### src/rtl/tcw_pkg.sv
// ----------------------------------------------------------------------------
// tcw_pkg : shared types and constants of the text console writer
// screen geometry, character codes, state machine states and the command and
// status records that join the controller to the datapath
// ----------------------------------------------------------------------------
package tcw_pkg;

    // screen geometry
    localparam int SCREEN_WIDTH  = 80;
    localparam int SCREEN_HEIGHT = 25;
    localparam int TAB_PITCH     = 4;
    localparam int CELL_COUNT    = SCREEN_WIDTH * SCREEN_HEIGHT;
    localparam int ADDR_W        = $clog2(CELL_COUNT);

    // field widths
    localparam int ROW_W   = 5;
    localparam int COL_W   = 7;
    localparam int POS_W   = 11;
    localparam int CELL_W  = 16;
    localparam int CHAR_W  = 8;
    localparam int COLOR_W = 8;
    localparam int OP_W    = 2;

    // configuration port
    localparam int APB_ADDR_W = 3;
    localparam int APB_DATA_W = 32;
    localparam logic [0:0] REG_TEXT_COLOR = 1'b0;

    localparam logic [ROW_W-1:0]  LAST_ROW  = ROW_W'(SCREEN_HEIGHT - 1);
    localparam logic [COL_W-1:0]  LAST_COL  = COL_W'(SCREEN_WIDTH - 1);
    localparam logic [ROW_W-1:0]  ROW_COUNT = ROW_W'(SCREEN_HEIGHT);
    localparam logic [COL_W-1:0]  COL_COUNT = COL_W'(SCREEN_WIDTH);
    localparam logic [ADDR_W-1:0] LINE_LEN  = ADDR_W'(SCREEN_WIDTH);
    localparam logic [ADDR_W-1:0] LAST_CELL = ADDR_W'(CELL_COUNT - 1);
    localparam logic [ADDR_W-1:0] LAST_COPY = ADDR_W'(CELL_COUNT - SCREEN_WIDTH - 1);

    // cell contents and character codes
    localparam logic [CELL_W-1:0]  RESET_CELL  = 16'h0720;
    localparam logic [COLOR_W-1:0] RESET_COLOR = 8'h07;
    localparam logic [CHAR_W-1:0]  BLANK_CHAR  = 8'h20;
    localparam logic [CHAR_W-1:0]  CHAR_NL     = 8'd10;
    localparam logic [CHAR_W-1:0]  CHAR_CR     = 8'd13;
    localparam logic [CHAR_W-1:0]  CHAR_BS     = 8'd8;
    localparam logic [CHAR_W-1:0]  CHAR_TAB    = 8'd9;

    typedef enum logic [OP_W-1:0] {
        OP_PUT   = 2'd0,
        OP_CLEAR = 2'd1,
        OP_SET   = 2'd2,
        OP_READ  = 2'd3
    } t_opcode;

    typedef enum logic [2:0] {
        CH_PRINT,
        CH_NEWLINE,
        CH_RETURN,
        CH_BACKSPACE,
        CH_TAB
    } t_char_kind;

    typedef enum logic [3:0] {
        S_INIT,
        S_IDLE,
        S_EXEC,
        S_TAB,
        S_BS_WRITE,
        S_CLEAR,
        S_READ_OUT,
        S_SCROLL_PRIME,
        S_SCROLL_COPY,
        S_SCROLL_BLANK
    } t_state;

    typedef enum logic [2:0] {
        MEM_NONE,
        MEM_FILL_RESET,
        MEM_FILL_BLANK,
        MEM_CHAR_AT_CURSOR,
        MEM_BLANK_AT_CURSOR,
        MEM_COPY
    } t_mem_op;

    typedef enum logic [2:0] {
        CUR_HOLD,
        CUR_ADVANCE,
        CUR_NEWLINE,
        CUR_RETURN,
        CUR_BACK,
        CUR_SET,
        CUR_HOME
    } t_cur_op;

    typedef enum logic [1:0] {
        IDX_HOLD,
        IDX_INC,
        IDX_CLEAR
    } t_idx_op;

    typedef enum logic [1:0] {
        RD_NONE,
        RD_ITEM,
        RD_SCROLL_CUR,
        RD_SCROLL_NEXT
    } t_rd_op;

    typedef struct packed {
        logic    load;
        t_mem_op mem_op;
        t_cur_op cur_op;
        t_idx_op idx_op;
        t_rd_op  rd_op;
        logic    finish;
    } t_dp_cmd;

    typedef struct packed {
        t_opcode    op;
        t_char_kind kind;
        logic       col_last;
        logic       row_last;
        logic       tab_stop;
        logic       idx_last;
        logic       copy_last;
    } t_dp_status;

endpackage

### src/rtl/tcw_ctrl.sv
// ----------------------------------------------------------------------------
// tcw_ctrl : sequencing state machine of the text console writer
// steps the datapath through character handling, store walks and reads
// ----------------------------------------------------------------------------
module tcw_ctrl (
    input  logic                i_clk,
    input  logic                i_rst_n,
    input  logic                i_start,
    output logic                o_busy,
    input  tcw_pkg::t_dp_status i_status,
    output tcw_pkg::t_dp_cmd    o_cmd
);
    import tcw_pkg::*;

    t_state r_state, n_state;
    t_state tab_next;
    logic   tab_here;

    always_ff @(posedge i_clk) begin
        if (!i_rst_n) begin
            r_state <= S_INIT;
        end else begin
            r_state <= n_state;
        end
    end

    // a tab's first step runs in the execute state, any further ones in its own state
    assign tab_here = (r_state == S_TAB) ||
                      ((r_state == S_EXEC) && (i_status.op == OP_PUT) &&
                       (i_status.kind == CH_TAB));

    always_comb begin
        if (i_status.col_last) begin
            tab_next = i_status.row_last ? S_SCROLL_PRIME : S_IDLE;
        end else begin
            tab_next = i_status.tab_stop ? S_IDLE : S_TAB;
        end
    end

    // next state
    always_comb begin
        n_state = r_state;
        unique case (r_state)
            S_INIT: begin
                if (i_status.idx_last) n_state = S_IDLE;
            end
            S_IDLE: begin
                if (i_start) n_state = S_EXEC;
            end
            S_EXEC: begin
                unique case (i_status.op)
                    OP_PUT: begin
                        case (i_status.kind)
                            CH_NEWLINE:   n_state = i_status.row_last ? S_SCROLL_PRIME
                                                                      : S_IDLE;
                            CH_RETURN:    n_state = S_IDLE;
                            CH_BACKSPACE: n_state = S_BS_WRITE;
                            CH_TAB:       n_state = tab_next;
                            default: begin
                                n_state = (i_status.col_last && i_status.row_last)
                                          ? S_SCROLL_PRIME : S_IDLE;
                            end
                        endcase
                    end
                    OP_CLEAR: n_state = S_CLEAR;
                    OP_SET:   n_state = S_IDLE;
                    OP_READ:  n_state = S_READ_OUT;
                    default:  n_state = S_IDLE;
                endcase
            end
            S_TAB:          n_state = tab_next;
            S_BS_WRITE:     n_state = S_IDLE;
            S_CLEAR: begin
                if (i_status.idx_last) n_state = S_IDLE;
            end
            S_READ_OUT:     n_state = S_IDLE;
            S_SCROLL_PRIME: n_state = S_SCROLL_COPY;
            S_SCROLL_COPY: begin
                if (i_status.copy_last) n_state = S_SCROLL_BLANK;
            end
            S_SCROLL_BLANK: begin
                if (i_status.idx_last) n_state = S_IDLE;
            end
            default:        n_state = S_INIT;
        endcase
    end

    // commands
    always_comb begin
        o_cmd.load   = 1'b0;
        o_cmd.mem_op = MEM_NONE;
        o_cmd.cur_op = CUR_HOLD;
        o_cmd.idx_op = IDX_HOLD;
        o_cmd.rd_op  = RD_NONE;
        o_cmd.finish = 1'b0;
        if (tab_here) begin
            o_cmd.mem_op = MEM_BLANK_AT_CURSOR;
            if (i_status.col_last) begin
                o_cmd.cur_op = CUR_NEWLINE;
                o_cmd.finish = !i_status.row_last;
            end else begin
                o_cmd.cur_op = CUR_ADVANCE;
                o_cmd.finish = i_status.tab_stop;
            end
        end else begin
            unique case (r_state) inside
                S_INIT: begin
                    o_cmd.mem_op = MEM_FILL_RESET;
                    o_cmd.idx_op = i_status.idx_last ? IDX_CLEAR : IDX_INC;
                end
                S_IDLE: begin
                    o_cmd.load = i_start;
                end
                S_EXEC: begin
                    unique case (i_status.op)
                        OP_PUT: begin
                            case (i_status.kind)
                                CH_NEWLINE: begin
                                    o_cmd.cur_op = CUR_NEWLINE;
                                    o_cmd.finish = !i_status.row_last;
                                end
                                CH_RETURN: begin
                                    o_cmd.cur_op = CUR_RETURN;
                                    o_cmd.finish = 1'b1;
                                end
                                CH_BACKSPACE: begin
                                    o_cmd.cur_op = CUR_BACK;
                                end
                                default: begin
                                    o_cmd.mem_op = MEM_CHAR_AT_CURSOR;
                                    o_cmd.cur_op = i_status.col_last ? CUR_NEWLINE
                                                                     : CUR_ADVANCE;
                                    o_cmd.finish = !(i_status.col_last &&
                                                     i_status.row_last);
                                end
                            endcase
                        end
                        OP_SET: begin
                            o_cmd.cur_op = CUR_SET;
                            o_cmd.finish = 1'b1;
                        end
                        OP_READ: begin
                            o_cmd.rd_op = RD_ITEM;
                        end
                        default: begin
                            o_cmd.load = 1'b0;
                        end
                    endcase
                end
                S_BS_WRITE: begin
                    o_cmd.mem_op = MEM_BLANK_AT_CURSOR;
                    o_cmd.finish = 1'b1;
                end
                S_CLEAR, S_SCROLL_BLANK: begin
                    o_cmd.mem_op = MEM_FILL_BLANK;
                    if (i_status.idx_last) begin
                        o_cmd.idx_op = IDX_CLEAR;
                        o_cmd.cur_op = (r_state == S_CLEAR) ? CUR_HOME : CUR_HOLD;
                        o_cmd.finish = 1'b1;
                    end else begin
                        o_cmd.idx_op = IDX_INC;
                    end
                end
                S_READ_OUT: begin
                    o_cmd.finish = 1'b1;
                end
                S_SCROLL_PRIME: begin
                    o_cmd.rd_op = RD_SCROLL_CUR;
                end
                S_SCROLL_COPY: begin
                    o_cmd.mem_op = MEM_COPY;
                    o_cmd.idx_op = IDX_INC;
                    o_cmd.rd_op  = i_status.copy_last ? RD_NONE : RD_SCROLL_NEXT;
                end
                default: begin
                    o_cmd.load = 1'b0;
                end
            endcase
        end
    end

    assign o_busy = (r_state != S_IDLE);

endmodule

### config.mk
export PLATFORM = sky130hd
export DESIGN_NAME = tcw_ctrl
export DESIGN_NICKNAME = d
export VERILOG_FILES = /design/src/rtl/tcw_pkg.sv /design/src/rtl/tcw_ctrl.sv
export SDC_FILE = /design/constraint.sdc
export NUM_CORES = 1
export LEC_CHECK = 0
export ABC_AREA = 1
export ABC_CLOCK_PERIOD_IN_PS = 3600
export CAP_MARGIN = 20
export CORE_MARGIN = 2
export CORE_UTILIZATION = 50
export DETAILED_ROUTE_END_ITERATION = 8
export DONT_BUFFER_PORTS = 1
export GPL_TIMING_DRIVEN = 0
export PLACE_DENSITY = 0.62
export SLEW_MARGIN = 25
export SYNTH_ARGS = -nofsm -noshare
export SYNTH_HDL_FRONTEND = slang
export SYNTH_SLANG_ARGS = --single-unit
### constraint.sdc
create_clock -name i_clk -period 3.6 [get_ports i_clk]
set_input_delay 0.18 -clock i_clk [delete_from_list [all_inputs] [get_ports i_clk]]
set_output_delay 0.18 -clock i_clk [all_outputs]
set_load 0.03 [all_outputs]
Word-level counts from Yosys, hierarchy flattened. Index checks and enable logic that the tools add are counted.

Bits in registers: 4. Input port bits: 13. Output and inout port bits: 13.

Equal/unequal tests: 20. Mux-type cells: 34. Reduce and logical (&&, ||, !) cells: 13.

Operator list (number): $pmux 4 s4 (2); $pmux 4 s7 (1); $eq 4x3->1 const B (4); $mux 4 (4); $mux 3 (5); $pmux 3 s5 (1); $mux 2 (6); $pmux 3 s2 (2); $pmux 3 s3 (1); $eq 4x2->1 const B (2); $eq 4x4->1 const B (2); $eq 3x2->1 const B (2); $mux 1 (6); $mux 6 (1); $pmux 1 s3 (2); $pmux 2 s3 (1); $reduce_or 3->1 (2); $eq 2x2->1 const B (2); $eq 4x1->1 const B (1); $logic_not 4->1 (1); $ne 2x2->1 const B (2); $ne 4x1->1 const B (1); $pmux 2 s2 (1); $reduce_or 2->1 (2); 10 further kinds (13).

Depth between registers and ports, before layout. Gate-level depths: netlist (run 1).

Depth in word-level cells: 6. Mapped depth: 9. Depth with buffers taken out: 9.

Worst setup path before layout (run 1). OpenSTA, ideal clock, no wires.

Path kind: register -> output. Start: register r_state[0]. End: output o_cmd[6] in the netlist's numbering. Data arrival time: 1.573 ns. Required time: 3.420 ns. Setup slack: 1.847 ns. Stages on the path, launching flop included: 8. Cell sequence: dfxtp_1 > inv_2 > nand2_1 > nor2_2 > nand2_2 > a21oi_1 > a21oi_1 > o21ai_0.

RTL lines: start: declaration (RTL line tcw_ctrl.sv:15) `t_state r_state, n_state;`; start signal: assignment (RTL line tcw_ctrl.sv:23) `r_state <= n_state;`; end: declaration (RTL line tcw_ctrl.sv:11) `output tcw_pkg::t_dp_cmd o_cmd`.

==> flow_summary.html, run 1 <==
<table>
<tr><th>Metric</th><th>Value</th></tr>
<tr><th colspan="2">Layout</th></tr>
<tr><td>Area used by multi-input combinational logic</td><td>553 um2</td></tr>
<tr><td>Fin cells</td><td>156</td></tr>
<tr><td>Area of all sequential standard cells</td><td>80.1 um2</td></tr>
<tr><td>Largest reg by FF count</td><td>r_state</td></tr>
<tr><td>Registers with the highest flip-flop counts</td><td>r_state (4)</td></tr>
<tr><td>Antenna diode count</td><td>0</td></tr>
<tr><td>Post-layout net count</td><td>161</td></tr>
<tr><td>P&amp;R area growth vs syn</td><td>5.62%</td></tr>
<tr><td>Share of post-route cells with drive strength above 1</td><td>0.121</td></tr>
<tr><td>Area of all placed cells without fillers</td><td>776 um2</td></tr>
<tr><td>Final-layout fill cell count</td><td>approximately 150</td></tr>
<tr><td>Number of flip-flops under the largest register name</td><td>4</td></tr>
<tr><th colspan="2">Worst setup path</th></tr>
<tr><td>Worst Setup End Kind</td><td>output pin</td></tr>
<tr><td>Worst Setup Start Kind</td><td>flop</td></tr>
<tr><td>Critical Setup Path Class</td><td>flop to output pin</td></tr>
<tr><td>Cell depth of the worst flop-to-flop path</td><td>8</td></tr>
<tr><td>Launch instance of the worst register-to-register path</td><td>r_state[0]</td></tr>
<tr><td>Reg2Reg Setup Slack</td><td>2200 ps</td></tr>
<tr><td>CP arrival</td><td>2030 ps</td></tr>
<tr><td>Required arrival time at the worst endpoint</td><td>about 3400 ps</td></tr>
<tr><td>Crit Reg-Reg Endpoint</td><td>r_state[1]</td></tr>
<tr><td>Worst-path fanout max</td><td>5</td></tr>
<tr><th colspan="2">Worst hold path</th></tr>
<tr><td>Worst Hold Path Cells</td><td>2</td></tr>
<tr><td>HP Start</td><td>i_rst_n</td></tr>
<tr><td>Worst-case hold path end point</td><td>r_state[3]</td></tr>
<tr><td>Worst min-delay path category</td><td>primary input to flop</td></tr>
<tr><th colspan="2">Detailed routing</th></tr>
<tr><td>Via-per-instance ratio</td><td>5.26</td></tr>
<tr><td>Wire length reported by the detailed router</td><td>roughly 1700 um</td></tr>
<tr><td>WL per Instance</td><td>between 10 and 15 um</td></tr>
<tr><td>Detailed Route Iter0 Violations</td><td>15</td></tr>
<tr><td>Antenna-violating nets left</td><td>0</td></tr>
<tr><td>DRT Pass-1 Iters</td><td>4</td></tr>
<tr><td>Via count of the routed design</td><td>820</td></tr>
<tr><td>Post-route DRC</td><td>0</td></tr>
<tr><th colspan="2">Logic synthesis</th></tr>
<tr><td>Synth top cells by count</td><td>31 x nand2_1, 23 x inv_1, 21 x nor2_1</td></tr>
<tr><td>Count of synthesis-stage warnings from yosys</td><td>0</td></tr>
<tr><td>Sequential share of the synthesized area</td><td>0.109</td></tr>
<tr><td>Synthesized instance count</td><td>138</td></tr>
<tr><td>Leading register cell type out of synthesis</td><td>dfxtp_1</td></tr>
<tr><td>Fraction of registers with async set or reset after synthesis</td><td>0</td></tr>
<tr><td>Count of cell types in the netlist</td><td>22</td></tr>
<tr><td>Cell with the most instances after synthesis</td><td>nand2_1</td></tr>
<tr><td>Avg Synthesized Cell Area</td><td>5.32 um2</td></tr>
<tr><td>Synthesized cell area</td><td>approximately 730 um2</td></tr>
<tr><td>Top cell type's share of synthesized area</td><td>0.158</td></tr>
<tr><td>Number of synthesized register bits</td><td>4</td></tr>
<tr><td>Synthesized net count</td><td>156</td></tr>
<tr><td>Dominant cell type by area after synthesis</td><td>nand2_1</td></tr>
<tr><td>Dominant cells by area after synthesis</td><td>nand2_1 16%, inv_1 12%, dfxtp_1 11%</td></tr>
<tr><td>Number of enable flip-flop cells after synthesis</td><td>0</td></tr>
<tr><th colspan="2">Place</th></tr>
<tr><td>Number of port buffers</td><td>0</td></tr>
<tr><td>Gp weighted congestion</td><td>0.827</td></tr>
<tr><td>Area after DPL</td><td>~750 um2</td></tr>
<tr><td>Dpl hpwl</td><td>1440 um</td></tr>
<tr><td>Setup Slack @ Placement</td><td>around 1700 ps</td></tr>
<tr><td>Number of placed instances with taps included</td><td>between 150 and 200</td></tr>
<tr><th colspan="2">Timing</th></tr>
<tr><td>Unrepaired setup endpoints after global routing</td><td>false</td></tr>
<tr><td>Final setup TNS</td><td>0 ps</td></tr>
<tr><td>Final slew viol count</td><td>0</td></tr>
<tr><td>Slew margin rel.</td><td>0.367</td></tr>
<tr><td>Slew @ Worst Pin</td><td>~940 ps</td></tr>
<tr><td>Number of setup violations in the final report</td><td>0</td></tr>
<tr><td>Timing-limited maximum frequency</td><td>453 MHz</td></tr>
<tr><td>Final critical-path required period</td><td>2210 ps</td></tr>
<tr><td>Worst-case setup margin in the final layout</td><td>1390 ps</td></tr>
<tr><td>Final period utilization</td><td>0.613</td></tr>
<tr><td>Final hold viol count</td><td>0</td></tr>
<tr><td>Largest clock skew in the final design</td><td>~2 ps</td></tr>
<tr><th colspan="2">Clocking</th></tr>
<tr><td>Cts bufs inserted</td><td>3</td></tr>
<tr><td>CTS Hold Bufs</td><td>0</td></tr>
<tr><td>Clock H-tree levels</td><td>1</td></tr>
<tr><td>Sinks on the clock net</td><td>4</td></tr>
<tr><td>Cell at the root of the clock tree</td><td>clkbuf_4</td></tr>
<tr><td>Clock latency on the worst-skew pair</td><td>220 ps</td></tr>
<tr><td>Worst-case clock buffer depth</td><td>2</td></tr>
<tr><td>Number of cells upsized or downsized after cts</td><td>0</td></tr>
<tr><td>CTS tree</td><td>yes</td></tr>
<tr><td>Clock-pin slew on the worst setup and hold paths</td><td>30 ps</td></tr>
<tr><td>Post-CTS setup buffer count</td><td>0</td></tr>
<tr><th colspan="2">Global route</th></tr>
<tr><td>Remaining global-route overflow</td><td>0</td></tr>
<tr><td>Antenna violations before repair</td><td>0</td></tr>
<tr><td>Wire length of the first global-routing pass</td><td>a little under 3000 um</td></tr>
<tr><td>Number of global-route vias before repair</td><td>718</td></tr>
<tr><td>Gr usage total</td><td>0.202</td></tr>
<tr><td>Pin count of the biggest net entering global routing</td><td>11</td></tr>
<tr><th colspan="2">Outcome</th></tr>
<tr><td>Outcome</td><td>complete, no violations</td></tr>
<tr><th colspan="2">Power and ir drop</th></tr>
<tr><td>Switching share of power</td><td>0.624</td></tr>
<tr><td>Clock power frac</td><td>0.103</td></tr>
<tr><td>Maximum vdd drop</td><td>0.477 mV</td></tr>
<tr><td>Leakage power total</td><td>between 0.4 and 0.5 nW</td></tr>
<tr><td>Power per cell area</td><td>roughly 640 nW/um2</td></tr>
<tr><td>Combinational Power Share</td><td>0.746</td></tr>
<tr><td>Sequential group share of total power</td><td>0.150</td></tr>
<tr><td>Sw power</td><td>between 0.3 and 0.4 mW</td></tr>
<tr><td>Internal power component</td><td>0.186 mW</td></tr>
<tr><th colspan="2">Floorplanning</th></tr>
<tr><td>Overall die area</td><td>between 1500 and 2000 um2</td></tr>
<tr><td>Count of boundary I/O pins</td><td>26</td></tr>
<tr><td>Effective utilization at floorplan</td><td>0.551</td></tr>
<tr><td>Area inside the core boundary</td><td>1330 um2</td></tr>
<tr><td>Cell Rows</td><td>13</td></tr>
<tr><td>Width of the die</td><td>42.3 um</td></tr>
<tr><td>Die height</td><td>around 42 um</td></tr>
<tr><th colspan="2">Run</th></tr>
<tr><td>MaxCap Viol Count</td><td>0</td></tr>
</table>
## kinds of logic after synthesis
group / after synthesis / share of synthesized area
and+or+nand+nor: 80 / 0.486
adders and majority gates: 5 / 0.0852
DFF: 4 / 0.109
AOI/OAI and AO/OA: 24 / 0.182
buffers and inverters: 25 / 0.138
## worst max path at each step
stage / from / endpoint / slack [ps] / depth (start not counted)
floorplan: r_state[0] / o_cmd[6] / 1850 / 7
global placement: r_state[2] / o_cmd[5] / 1650 / 5
detailed placement: r_state[2] / o_cmd[5] / 1670 / 5
CTS: r_state[2] / o_cmd[5] / 1430 / 5
global route: r_state[2] / o_cmd[5] / 1280 / 5
finish: r_state[2] / o_cmd[5] / 1390 / 5
## cell type report
| type | count | share of cell area |
|---|---|---|
| clock buffer | 3 | 0.0290 |
| sequential | 4 | 0.103 |
| tap | 15 | 0.0242 |
| buffer | 1 | 0.0145 |
| multi-input combinational | 109 | 0.713 |
| inverter | 24 | 0.116 |
## power groups by stage
stage / registers [mW] / clock network [mW] / logic [mW]
3_5_place_dp: 0.0750 / 0 / 0.367
5_1_grt: 0.0771 / 0.0554 / 0.405
2_1_floorplan: 0.0717 / 0 / 0.323
4_1_cts: 0.0743 / 0.0531 / 0.369
3_3_place_gp: 0.0747 / 0 / 0.367
6_report: 0.0743 / 0.0512 / 0.370
## stage by stage
step / hold WS, ps / power [mW] / util
3_3_place_gp: 323 / 0.442 / 0.565
3_5_place_dp: 340 / 0.442 / 0.565
2_1_floorplan: 316 / 0.395 / -
6_report: 103 / 0.495 / 0.582
5_1_grt: 105 / 0.538 / 0.582
4_1_cts: 103 / 0.496 / 0.582
## cell usage in the layout, fill, tap and decap left out, types with 2 or more instances in the layout
| cell | n |
|---|---|
| nand2_1 | 31 |
| inv_1 | 23 |
| nor2_1 | 21 |
| nand3_1 | 13 |
| a21oi_1 | 11 |
| o21ai_0 | 8 |
| nand2_2 | 6 |
| ha_1 | 5 |
| dfxtp_1 | 4 |
| nor3_1 | 3 |
| clkbuf_4 | 3 |
| nor2_2 | 2 |
## routing by layer
layer | global-route usage | share of wire | up-vias
li1 | - | - | 446
met1 | 0.295 | 0.51 | 354
met2 | 0.329 | 0.44 | 20
met3 | 0.00862 | 0.048 | 0
met4 | 0.0375 | 0 | 0
met5 | 0 | 0 | -
## critical path, cell delays in order (launching register included)
cell,delay [ps]
dfxtp_1,340
nor2_2,220
nand3_1,200
nor2_1,260
a21oi_1,70
o21ai_0,720
No activity file was read; power rests on OpenSTA's default activity.
==> run 2: changes to the inputs <==
--- a/config.mk
+++ b/config.mk
@@ -6,7 +6,7 @@
 export NUM_CORES = 1
 export LEC_CHECK = 0
 export ABC_AREA = 1
-export ABC_CLOCK_PERIOD_IN_PS = 3600
+export ABC_CLOCK_PERIOD_IN_PS = 2100
 export CAP_MARGIN = 20
 export CORE_MARGIN = 2
 export CORE_UTILIZATION = 50
==> constraint.sdc (replaced) <==
create_clock -name i_clk -period 2.1 [get_ports i_clk]
set_input_delay 0.105 -clock i_clk [delete_from_list [all_inputs] [get_ports i_clk]]
set_output_delay 0.105 -clock i_clk [all_outputs]
set_load 0.03 [all_outputs]
==> run 2 against run 1 <==
Effect of this change: wire length is 0.12% lower; clock power rose by 71%; first-iteration DRC count unchanged; register-to-register slack worse by 1500 ps; utilization stayed put; power increased by 71%; die area is the same; non-clock buffer count unchanged; via count rose by 0.61%; setup slack lost 1200 ps; critical path depth stayed put; clock-buffer cell count unchanged.
==> flow_summary.html, run 2 (synthesized netlist as in run 1, its figures left out) <==
<table>
<tr><th>Metric</th><th>Value</th></tr>
<tr><th colspan="2">Clocking</th></tr>
<tr><td>Worst-case clock buffer depth</td><td>2 (unchanged)</td></tr>
<tr><td>Cts bufs inserted</td><td>3 (unchanged)</td></tr>
<tr><td>Cell at the root of the clock tree</td><td>clkbuf_4</td></tr>
<tr><td>Clock-pin slew on the worst setup and hold paths</td><td>30 ps (about the same)</td></tr>
<tr><td>CTS Hold Bufs</td><td>0 (unchanged)</td></tr>
<tr><td>Number of cells upsized or downsized after cts</td><td>0 (unchanged)</td></tr>
<tr><td>Clock latency on the worst-skew pair</td><td>220 ps (about the same)</td></tr>
<tr><td>Sinks on the clock net</td><td>4 (unchanged)</td></tr>
<tr><td>CTS tree</td><td>yes</td></tr>
<tr><td>Clock H-tree levels</td><td>1 (unchanged)</td></tr>
<tr><td>Post-CTS setup buffer count</td><td>0 (unchanged)</td></tr>
<tr><th colspan="2">Timing</th></tr>
<tr><td>Slew @ Worst Pin</td><td>940 ps (unchanged)</td></tr>
<tr><td>Largest clock skew in the final design</td><td>2.01 ps (unchanged)</td></tr>
<tr><td>Number of setup violations in the final report</td><td>0 (unchanged)</td></tr>
<tr><td>Final setup TNS</td><td>0 ps (unchanged)</td></tr>
<tr><td>Final hold viol count</td><td>0 (unchanged)</td></tr>
<tr><td>Final period utilization</td><td>0.904</td></tr>
<tr><td>Final critical-path required period</td><td>1900 ps</td></tr>
<tr><td>Final slew viol count</td><td>0 (unchanged)</td></tr>
<tr><td>Unrepaired setup endpoints after global routing</td><td>false</td></tr>
<tr><td>Timing-limited maximum frequency</td><td>approximately 530 MHz</td></tr>
<tr><td>Slew margin rel.</td><td>0.367 (unchanged)</td></tr>
<tr><th colspan="2">Worst setup path</th></tr>
<tr><td>Required arrival time at the worst endpoint</td><td>2000 ps (-1420 ps)</td></tr>
<tr><td>Cell depth of the worst flop-to-flop path</td><td>8 (unchanged)</td></tr>
<tr><td>Worst Setup End Kind</td><td>output pin</td></tr>
<tr><td>CP Capture Point</td><td>o_cmd[5]</td></tr>
<tr><td>Source of the critical timing path</td><td>r_state[2]</td></tr>
<tr><td>Worst Setup Start Kind</td><td>flop</td></tr>
<tr><td>CP arrival</td><td>1790 ps (-240 ps)</td></tr>
<tr><td>Launch instance of the worst register-to-register path</td><td>r_state[0]</td></tr>
<tr><td>Worst-path fanout max</td><td>5 (unchanged)</td></tr>
<tr><td>Critical Setup Path Class</td><td>flop to output pin</td></tr>
<tr><td>Reg2Reg Setup Slack</td><td>700 ps (-1500 ps)</td></tr>
<tr><td>Crit Reg-Reg Endpoint</td><td>r_state[1]</td></tr>
<tr><th colspan="2">Outcome</th></tr>
<tr><td>Outcome</td><td>complete, no violations</td></tr>
<tr><th colspan="2">Detailed routing</th></tr>
<tr><td>Via-per-instance ratio</td><td>5.29 (+0.61%)</td></tr>
<tr><td>Antenna-violating nets left</td><td>0 (unchanged)</td></tr>
<tr><td>Post-route DRC</td><td>0 (unchanged)</td></tr>
<tr><td>DRT Pass-1 Iters</td><td>4 (unchanged)</td></tr>
<tr><td>Wire length reported by the detailed router</td><td>1700 um (-0.12%)</td></tr>
<tr><td>WL per Instance</td><td>10.9 um (-0.12%)</td></tr>
<tr><td>Via count of the routed design</td><td>825 (+0.61%)</td></tr>
<tr><td>Detailed Route Iter0 Violations</td><td>15 (unchanged)</td></tr>
<tr><th colspan="2">Power and ir drop</th></tr>
<tr><td>Leakage power total</td><td>0.424 nW (+0.22%)</td></tr>
<tr><td>Maximum vdd drop</td><td>0.818 mV (+71%)</td></tr>
<tr><td>Power per cell area</td><td>1090 nW/um2 (+71%)</td></tr>
<tr><th colspan="2">Global route</th></tr>
<tr><td>Met2 track demand over resource</td><td>0.329 (unchanged)</td></tr>
<tr><td>Remaining global-route overflow</td><td>0 (unchanged)</td></tr>
<tr><td>Global routing met3 resource utilization</td><td>0.00862 (unchanged)</td></tr>
<tr><td>Fraction of met1 tracks used by global routing</td><td>0.295 (unchanged)</td></tr>
<tr><td>Number of global-route vias before repair</td><td>718 (unchanged)</td></tr>
<tr><td>Antenna violations before repair</td><td>0 (unchanged)</td></tr>
<tr><td>Busiest layer in global routing</td><td>met2</td></tr>
<tr><td>Gr usage total</td><td>0.202 (unchanged)</td></tr>
<tr><td>Pin count of the biggest net entering global routing</td><td>11 (unchanged)</td></tr>
<tr><td>Wire length of the first global-routing pass</td><td>2970 um (unchanged)</td></tr>
<tr><th colspan="2">Place</th></tr>
<tr><td>Gp weighted congestion</td><td>0.827 (unchanged)</td></tr>
<tr><td>Area after DPL</td><td>753 um2 (unchanged)</td></tr>
<tr><td>Number of port buffers</td><td>0 (unchanged)</td></tr>
<tr><td>Dpl hpwl</td><td>1440 um (unchanged)</td></tr>
<tr><th colspan="2">Floorplanning</th></tr>
<tr><td>Width of the die</td><td>42.3 um (unchanged)</td></tr>
<tr><td>Die height</td><td>42.3 um (unchanged)</td></tr>
<tr><td>Count of boundary I/O pins</td><td>26 (unchanged)</td></tr>
<tr><td>Effective utilization at floorplan</td><td>0.551 (unchanged)</td></tr>
<tr><td>Overall die area</td><td>1790 um2 (unchanged)</td></tr>
<tr><td>Cell Rows</td><td>13 (unchanged)</td></tr>
<tr><td>Area inside the core boundary</td><td>1330 um2 (unchanged)</td></tr>
<tr><th colspan="2">Layout</th></tr>
<tr><td>P&amp;R area growth vs syn</td><td>5.62% (unchanged)</td></tr>
<tr><td>Post-layout net count</td><td>161 (unchanged)</td></tr>
<tr><td>Registers with the highest flip-flop counts</td><td>r_state (4)</td></tr>
<tr><td>Area of all placed cells without fillers</td><td>776 um2 (unchanged)</td></tr>
<tr><td>Most common cell after layout, fill and taps aside</td><td>nand2_1</td></tr>
<tr><td>Number of flip-flops under the largest register name</td><td>4 (unchanged)</td></tr>
<tr><td>Final-layout fill cell count</td><td>145 (unchanged)</td></tr>
<tr><td>Largest reg by FF count</td><td>r_state</td></tr>
<tr><td>Commonest cells after routing, fill and taps aside</td><td>31 x nand2_1, 23 x inv_1, 21 x nor2_1</td></tr>
<tr><td>Utilization of the core after routing</td><td>0.582 (unchanged)</td></tr>
<tr><td>Antenna diode count</td><td>0 (unchanged)</td></tr>
<tr><td>Share of post-route cells with drive strength above 1</td><td>0.121 (unchanged)</td></tr>
<tr><th colspan="2">Worst hold path</th></tr>
<tr><td>Worst Hold Path Cells</td><td>2 (unchanged)</td></tr>
<tr><td>Worst min-delay path category</td><td>primary input to flop</td></tr>
<tr><td>HP Start</td><td>i_rst_n</td></tr>
<tr><th colspan="2">Run</th></tr>
<tr><td>MaxCap Viol Count</td><td>0 (unchanged)</td></tr>
</table>
run 2: cell counts in the layout (fill, tap and decap cells not counted):
Identical to the previous run, type by type.
run 2: worst min-delay path by stage:
stage / endpoint / slack (ps)
5_1_grt: r_state[3] / 30
2_1_floorplan: r_state[3] / 240
3_3_place_gp: r_state[3] / 250
4_1_cts: r_state[3] / 30
6_report: r_state[3] / 30
3_5_place_dp: r_state[3] / 260
run 2: report_power, final:
part | switching (mW) | internal, mW
combinational | 0.478 | 0.156
sequential | 0.0270 | 0.100
clock | 0.0244 | 0.0634
total | 0.529 | 0.320
run 2: per-layer routing:
layer  share of wire  vias to the layer above
li1                -                      446
met1            0.50                      359
met2            0.45                       20
met3           0.048                        0
met4               0                        0
met5               0                        -
run 2: final cells by class:
class / instances / area [um2] / share of cell area
tap: 15 / 18.8 / 0.0242
clock buffer: 3 / 22.5 / 0.0290
buffer: 1 / 11.3 / 0.0145
sequential: 4 / 80.1 / 0.103
inverter: 24 / 90.1 / 0.116
multi-input combinational: 109 / 553 / 0.713
run 2: through the flow:
| step | total power [mW] | worst slack, ps | hold WS, ps | instances |
|---|---|---|---|---|
| after floorplan | 0.677 | 422 | 241 | 138 |
| after global placement | 0.757 | 224 | 248 | 153 |
| after detailed placement | 0.757 | 249 | 265 | 153 |
| after CTS | 0.851 | 6.06 | 28.2 | 156 |
| after global routing | 0.922 | 77.3 | 29.6 | 156 |
| final | 0.849 | 201 | 27.7 | 156 |
run 2: critical path, cell delays in order (launching register included):
cell     delay, ps
dfxtp_1        340
nor2_2         220
nand3_1        200
nor2_1         260
a21oi_1         70
o21ai_1        480
